[config.mk]
export PLATFORM = sky130hd
export DESIGN_NAME = positional_list_store
export DESIGN_NICKNAME = d
export VERILOG_FILES = /design/src/rtl/pls_pkg.sv /design/src/rtl/pls_ram.sv /design/src/rtl/pls_ctrl.sv /design/src/rtl/pls_dp.sv /design/src/rtl/positional_list_store.sv
export SDC_FILE = /design/constraint.sdc
export NUM_CORES = 2
export LEC_CHECK = 0
export BUFFER_PORTS_ARGS = -buffer_cell sky130_fd_sc_hd__buf_2
export CORE_MARGIN = 8
export CORE_UTILIZATION = 50
export CTS_BUF_LIST = sky130_fd_sc_hd__clkbuf_8
export CTS_CLUSTER_DIAMETER = 30
export DETAILED_ROUTE_END_ITERATION = 10
export PLACE_DENSITY_LB_ADDON = 0.08
export RECOVER_POWER = 25
export SETUP_SLACK_MARGIN = 0.3
export SYNTH_ARGS = -nofsm -noshare
export SYNTH_HDL_FRONTEND = slang
export SYNTH_SLANG_ARGS = --single-unit
[constraint.sdc]
create_clock -name clk -period 6.75 [get_ports clk]
set_input_delay 1.35 -clock clk [delete_from_list [all_inputs] [get_ports clk]]
set_output_delay 1.35 -clock clk [all_outputs]
set_load 0.02 [all_outputs]
[src/rtl/pls_pkg.sv]
// Package for the positional list store: payload structs, operation and
// status codes, controller states and the controller/datapath interface.
// No dependencies.
package pls_pkg;

  localparam logic [1:0] OP_APPEND   = 2'd0;
  localparam logic [1:0] OP_DEL_HEAD = 2'd1;
  localparam logic [1:0] OP_DEL_TAIL = 2'd2;
  localparam logic [1:0] OP_DEL_POS  = 2'd3;

  localparam logic [1:0] ST_OK       = 2'd0;
  localparam logic [1:0] ST_EMPTY    = 2'd1;
  localparam logic [1:0] ST_NOTFOUND = 2'd2;
  localparam logic [1:0] ST_FULL     = 2'd3;

  localparam int unsigned DATA_W  = 32;
  localparam int unsigned COUNT_W = 7;

  typedef struct packed {
    logic [1:0]               op;
    logic signed [DATA_W-1:0] value;
    logic [7:0]               position;
  } pls_in_t;

  typedef struct packed {
    logic [1:0]               status;
    logic signed [DATA_W-1:0] removed_value;
    logic [COUNT_W-1:0]       entry_count;
  } pls_out_t;

  typedef enum logic [2:0] {
    S_IDLE,
    S_FETCH,
    S_CAPT,
    S_SHIFT,
    S_DONE
  } pls_state_t;

  typedef struct packed {
    logic accept;
    logic advance;
    logic capture;
    logic shift_wr;
    logic count_dec;
    logic out_load;
  } pls_cmd_t;

  typedef struct packed {
    logic start_del;
    logic last;
    logic out_free;
  } pls_stat_t;

endpackage

[src/rtl/pls_ram.sv]
// Generic simple dual-port RAM: one write port, one read port with
// registered read data. No dependencies.
module pls_ram #(
  parameter int unsigned WIDTH = 32,
  parameter int unsigned DEPTH = 64
) (
  input  logic                     clk,
  input  logic                     we,
  input  logic [$clog2(DEPTH)-1:0] waddr,
  input  logic [WIDTH-1:0]         wdata,
  input  logic [$clog2(DEPTH)-1:0] raddr,
  output logic [WIDTH-1:0]         rdata
);

  logic [WIDTH-1:0] mem_r [DEPTH];
  logic [WIDTH-1:0] rdata_r;

  always_ff @(posedge clk) begin
    if (we) begin
      mem_r[waddr] <= wdata;
    end
    rdata_r <= mem_r[raddr];
  end

  assign rdata = rdata_r;

endmodule

[src/rtl/pls_ctrl.sv]
// Controller state machine of the positional list store.
// Depends on pls_pkg for states and the command and status structs.
module pls_ctrl (
  input  logic               clk,
  input  logic               rst_n,
  input  logic               in_valid,
  output logic               in_stall,
  input  pls_pkg::pls_stat_t stat,
  output pls_pkg::pls_cmd_t  cmd
);
  import pls_pkg::*;

  pls_state_t state_r;
  pls_state_t state_nxt;

  always_ff @(posedge clk) begin
    if (!rst_n) begin
      state_r <= S_IDLE;
    end else begin
      state_r <= state_nxt;
    end
  end

  always_comb begin
    state_nxt = state_r;
    unique case (state_r)
      S_IDLE: begin
        if (in_valid) begin
          state_nxt = stat.start_del ? S_FETCH : S_DONE;
        end
      end
      S_FETCH: state_nxt = S_CAPT;
      S_CAPT, S_SHIFT: begin
        if (stat.last) begin
          state_nxt = S_DONE;
        end else begin
          state_nxt = S_SHIFT;
        end
      end
      S_DONE: begin
        if (stat.out_free) begin
          state_nxt = S_IDLE;
        end
      end
      default: state_nxt = S_IDLE;
    endcase
  end

  always_comb begin
    cmd      = '0;
    in_stall = 1'b1;
    unique case (state_r)
      S_IDLE: begin
        in_stall   = 1'b0;
        cmd.accept = in_valid;
      end
      S_FETCH: ;
      S_CAPT: begin
        cmd.capture   = 1'b1;
        cmd.advance   = 1'b1;
        cmd.count_dec = stat.last;
      end
      S_SHIFT: begin
        cmd.shift_wr  = 1'b1;
        cmd.advance   = 1'b1;
        cmd.count_dec = stat.last;
      end
      S_DONE: begin
        cmd.out_load = stat.out_free;
      end
      default: ;
    endcase
  end

endmodule

[src/rtl/pls_dp.sv]
// Datapath of the positional list store: entry RAM, count, shift pointer,
// result fields and output register. Depends on pls_pkg and pls_ram.
module pls_dp #(
  parameter int unsigned CAPACITY = 64
) (
  input  logic              clk,
  input  logic              rst_n,
  input  pls_pkg::pls_in_t  in_data,
  output logic              out_valid,
  input  logic              out_stall,
  output pls_pkg::pls_out_t out_data,
  input  pls_pkg::pls_cmd_t cmd,
  output pls_pkg::pls_stat_t stat
);
  import pls_pkg::*;

  localparam int unsigned AW   = $clog2(CAPACITY);
  localparam int unsigned CW   = $clog2(CAPACITY + 1);
  localparam int unsigned CMPW = CW + 8;

  logic [CW-1:0]     count_r;
  logic [AW-1:0]     ptr_r;
  logic [1:0]        status_r;
  logic [DATA_W-1:0] removed_r;
  logic              out_valid_r;
  pls_out_t          out_data_r;

  logic [1:0]        chk;
  logic [AW-1:0]     del_idx;
  logic              append_ok;
  logic              ram_we;
  logic [AW-1:0]     ram_waddr;
  logic [DATA_W-1:0] ram_wdata;
  logic [AW-1:0]     ram_raddr;
  logic [DATA_W-1:0] ram_rdata;

  always_comb begin
    chk = ST_OK;
    if (in_data.op == OP_APPEND) begin
      if (CMPW'(count_r) >= CMPW'(CAPACITY)) begin
        chk = ST_FULL;
      end
    end else if (count_r == '0) begin
      chk = ST_EMPTY;
    end else if (in_data.op == OP_DEL_POS) begin
      if (in_data.position == 8'd0 || CMPW'(in_data.position) > CMPW'(count_r)) begin
        chk = ST_NOTFOUND;
      end
    end
  end

  always_comb begin
    unique case (in_data.op)
      OP_DEL_HEAD: del_idx = '0;
      OP_DEL_TAIL: del_idx = AW'(count_r - 1'b1);
      OP_DEL_POS:  del_idx = AW'(in_data.position - 8'd1);
      default:     del_idx = '0;
    endcase
  end

  assign append_ok      = (chk == ST_OK) && (in_data.op == OP_APPEND);
  assign stat.start_del = (chk == ST_OK) && (in_data.op != OP_APPEND);
  assign stat.last      = ((CW + 1)'(ptr_r) + 1'b1) >= (CW + 1)'(count_r);
  assign stat.out_free  = !out_valid_r || !out_stall;

  assign ram_we    = (cmd.accept && append_ok) || cmd.shift_wr;
  assign ram_waddr = cmd.shift_wr ? AW'(ptr_r - 1'b1) : AW'(count_r);
  assign ram_wdata = cmd.shift_wr ? ram_rdata : in_data.value;
  assign ram_raddr = cmd.advance ? AW'(ptr_r + 1'b1) : ptr_r;

  pls_ram #(
    .WIDTH(DATA_W),
    .DEPTH(CAPACITY)
  ) u_ram (
    .clk   (clk),
    .we    (ram_we),
    .waddr (ram_waddr),
    .wdata (ram_wdata),
    .raddr (ram_raddr),
    .rdata (ram_rdata)
  );

  always_ff @(posedge clk) begin
    if (!rst_n) begin
      count_r <= '0;
    end else if (cmd.accept && append_ok) begin
      count_r <= count_r + 1'b1;
    end else if (cmd.count_dec) begin
      count_r <= count_r - 1'b1;
    end
  end

  always_ff @(posedge clk) begin
    if (cmd.accept) begin
      status_r  <= chk;
      removed_r <= '0;
      ptr_r     <= del_idx;
    end else begin
      if (cmd.capture) begin
        removed_r <= ram_rdata;
      end
      if (cmd.advance) begin
        ptr_r <= AW'(ptr_r + 1'b1);
      end
    end
  end

  always_ff @(posedge clk) begin
    if (!rst_n) begin
      out_valid_r <= 1'b0;
    end else if (cmd.out_load) begin
      out_valid_r <= 1'b1;
    end else if (!out_stall) begin
      out_valid_r <= 1'b0;
    end
  end

  always_ff @(posedge clk) begin
    if (cmd.out_load) begin
      out_data_r.status        <= status_r;
      out_data_r.removed_value <= removed_r;
      out_data_r.entry_count   <= COUNT_W'(count_r);
    end
  end

  assign out_valid = out_valid_r;
  assign out_data  = out_data_r;

endmodule

[src/rtl/positional_list_store.sv]
// Positional list store top level: an ordered list of signed 32-bit values
// in a RAM of CAPACITY entries. Depends on pls_pkg, pls_ctrl and pls_dp.
//
// One operation is taken at a time and gives one result. An append, and any
// operation that fails (full, empty, position not found), goes from the idle
// state straight to the done state, which loads the output register. A delete
// of the entry at zero-based index k from a list of n entries first reads and
// captures that entry; the later entries then move down through the single
// write port of the entry RAM, one entry per cycle. The result sits in an
// output register, so a waiting result holds back only the following
// operation's result, not its transfer. No clearing pass is needed after reset.
module positional_list_store #(
  parameter int unsigned CAPACITY = 64
) (
  input  logic              clk,
  input  logic              rst_n,
  input  logic              in_valid,
  output logic              in_stall,
  input  pls_pkg::pls_in_t  in_data,
  output logic              out_valid,
  input  logic              out_stall,
  output pls_pkg::pls_out_t out_data
);
  import pls_pkg::*;

  pls_cmd_t  cmd;
  pls_stat_t stat;

  pls_ctrl u_ctrl (
    .clk      (clk),
    .rst_n    (rst_n),
    .in_valid (in_valid),
    .in_stall (in_stall),
    .stat     (stat),
    .cmd      (cmd)
  );

  pls_dp #(
    .CAPACITY(CAPACITY)
  ) u_dp (
    .clk       (clk),
    .rst_n     (rst_n),
    .in_data   (in_data),
    .out_valid (out_valid),
    .out_stall (out_stall),
    .out_data  (out_data),
    .cmd       (cmd),
    .stat      (stat)
  );

endmodule
==> results.yml <==
logic_synthesis:
  synth_top_family_by_area: "multiplexers"
  async_flop_share_pct: 0
  yosys-top-cells-area: "edfxtp_1 60%, mux2i_1 15%, mux4_2 6.7%, nand2_1 1.9%, dfxtp_1 1.5%"
  ys_seq_area_share_pct: 61.39
  synth_simple_gate_area_share_pct: 4.915
  avgSynthCellArea_um2: 15.15
  yosysMostFrequentCell: "edfxtp_1"
  ys_seq_elements: 2172
  synth.top_cell.area_share_pct: 59.85
  synthAdderAreaFrac_pct: 0.2385
  synth_area_um2: 104900
  ys_types: 90
  synth_flop_cell: "edfxtp_1"
  synth_xor_area_share_pct: 0.2004
  synth_compound_area_share_pct: 7.143
  syn_inst: 6927
  yosysWarnings: 0
  synth_largest_area_cell: "edfxtp_1"
  synth_common_cells: "2091 x edfxtp_1, 1618 x mux2i_1, 522 x nand2_1, 310 x mux4_2, 244 x o22ai_1"
  synth_edf_count: 2091
  synthesis.nets: 6993
  synth_mux_area_share_pct: 22.65
global_routing:
  grt-ovfl-total: 0
  grt_pass1_vias: 66170
  grt_usage_pct: 27.69
  grt_max_degree: 127
  grt_pass1_wl_um: 459300
  antenna_found_initial: 28
placed_design:
  io_buffer_count: 88
  dpl.hpwl_um: 192100
  pre_cts_ws_ns: 1.636
  placed_cell_area_um2: 108100
  place_congestion: 0.8661
  dp.cells: 9490
cts:
  clk_pin_slew_worst_paths_ns: 0.05
  cts_resized: 0
  cts.path.max_buffers: 4
  cts-buffers-inserted: 489
  insertion_delay_ns: 1.10
  cts_setup_buffers: 0
  htree_levels: 5
  postCtsHoldBufs: 0
  cts_tree: "done"
  clock_sinks: 2172
  clockRootBuffer: "clkbuf_8"
setup_path:
  cp-start-kind: "register"
  endpoint_kind: "register"
  reg2reg_depth: 4
  required_ns: 7.12
  cp_max_fo: 64
  path_class: "reg2reg"
  crit_arrival_ns: 6.17
die:
  initial_core_util_pct: 50.16
  die_w_um: 474.1
  rows: 168
  dieArea_um2: 224700
  ios: 89
  die_h_um: 474.1
  core_area_um2: 209200
routing:
  dr.first_iter.drc_count: 7849
  drtPass1Iterations: 6
  num_vias: 67120
  totalWireLength_um: 320500
  wl_per_cell_um: 30.80
  viasPerCell: 6.452
  drc: 0
  drtAntennaViolNets: 0
timing:
  skew_ns: 0.04882
  finalCriticalPeriod_ns: 5.800
  clock.fmax_mhz: 172.4
  rsz0062_at_grt: "false"
  hold_viol: 0
  slew_violations: 1207
  fin_crit_sh_pct: 85.93
  setup_viol: 0
  final.setup.worst_slack_ns: 0.9499
  tns_ns: 0
  slew_headroom_pct: -123.1
  tightest_slew_ns: 3.347
  whs_ns: 0.4201
final_layout:
  fill_cells: 16440
  final_area_um2: 119300
  fin_util_pct: 57.02
  syn2layout_area_growth_pct: 13.67
  drive_gt1_share_pct: 19.41
  stdcell_count: 10400
  nets: 7242
power:
  power_mw: 49.45
  p_per_area_nw_per_um2: 414.7
  irDropWorstVdd_mv: 0.5761
  power_leakage_nw: 40.10
min_path:
  worstHoldPathCells: 0
  min_path_type: "reg2reg"
outcome:
  failed_checks: "capacitance limit, slew limit"
  status: "complete, but fails checks"
job:
  max_cap_viol_count: 22
[critical path, cell delays in order, from the launching register on]
cell,delay [ns]
dfxtp_1,0.68
nor2b_1,0.33
nand2_1,1.07
mux2_2,0.55
clkbuf_1,2.30
[final timing paths]
path,startpoint,endpoint,slack [ns]
hold reg to reg,u_dp.status_r[1],u_dp.out_data[40],0.42
setup reg to reg,u_ctrl.state_r[1],u_dp.u_ram.mem_r[58][13],0.95
setup / recovery,u_ctrl.state_r[1],u_dp.u_ram.mem_r[58][13],0.95
hold / removal,u_dp.status_r[1],u_dp.out_data[40],0.42
[cell type report]
cell class	instances	area (um^2)	area share (%)
Inverter	18	75.07	0.06295
Clock inverter	382	4230	3.547
Clock buffer	513	7061	5.920
Tap cell	2805	3510	2.943
Multi-Input combinational cell	4192	37550	31.49
Sequential cell	2172	64420	54.01
Antenna cell	19	47.55	0.03987
Timing Repair Buffer	303	2369	1.986
[flip-flops by register name, indices dropped and copies added (netlist names)]
register / cells
u_dp.count_r: 7
u_dp.out_data: 41
u_dp.u_ram.rdata: 32
u_ctrl.state_r: 3
u_dp.removed_r: 32
u_dp.out_valid: 1
u_dp.ptr_r: 6
u_dp.status_r: 2
u_dp.u_ram.mem_r: 2048
[cell usage in the layout (no fill, tap or decap), drive strengths merged, types with 27 or more instances in the layout]
cell         n
o2111ai     29
bufinv      91
clkinv     160
o22ai      246
a21oi      159
nand3       99
clkbuf     562
dfxtp       81
a211oi     198
a311oi      34
nor3       111
o311ai      27
nand2      527
buf        254
o21ai       66
a32oi       60
nand4       37
mux2        52
mux4       310
clkinvlp    54
mux2i     1618
nor2b      135
nor2       138
inv         95
a31oi       45
edfxtp    2091
[routing by layer]
layer | global-route usage, % | routed length, um | up-vias
li1 | - | - | 28590
met1 | 39.83 | 137300 | 34690
met2 | 42.43 | 144100 | 3210
met3 | 6.258 | 30440 | 619
met4 | 8.102 | 8618 | 10
met5 | 0 | 60 | -
[cells by family (layout without fill, tap and decap cells)]
group	count (synthesis)	after routing
AOI/OAI and AO/OA	1053	1053
and+or+nand+nor	1118	1118
muxes	1980	1980
DFF	2172	2172
buffers and inverters	563	1216
adders and majority gates	20	20
other	0	19
xor gates and xnor gates	21	21
[power by group]
| part | internal, mW | switching (mW) | total [mW] |
|---|---|---|---|
| Combinational | 6.70 | 10.3 | 17.0 |
| Sequential | 15.1 | 0.528 | 15.6 |
| Clock | 10.6 | 6.27 | 16.8 |
(Power assumes the default switching activity.)
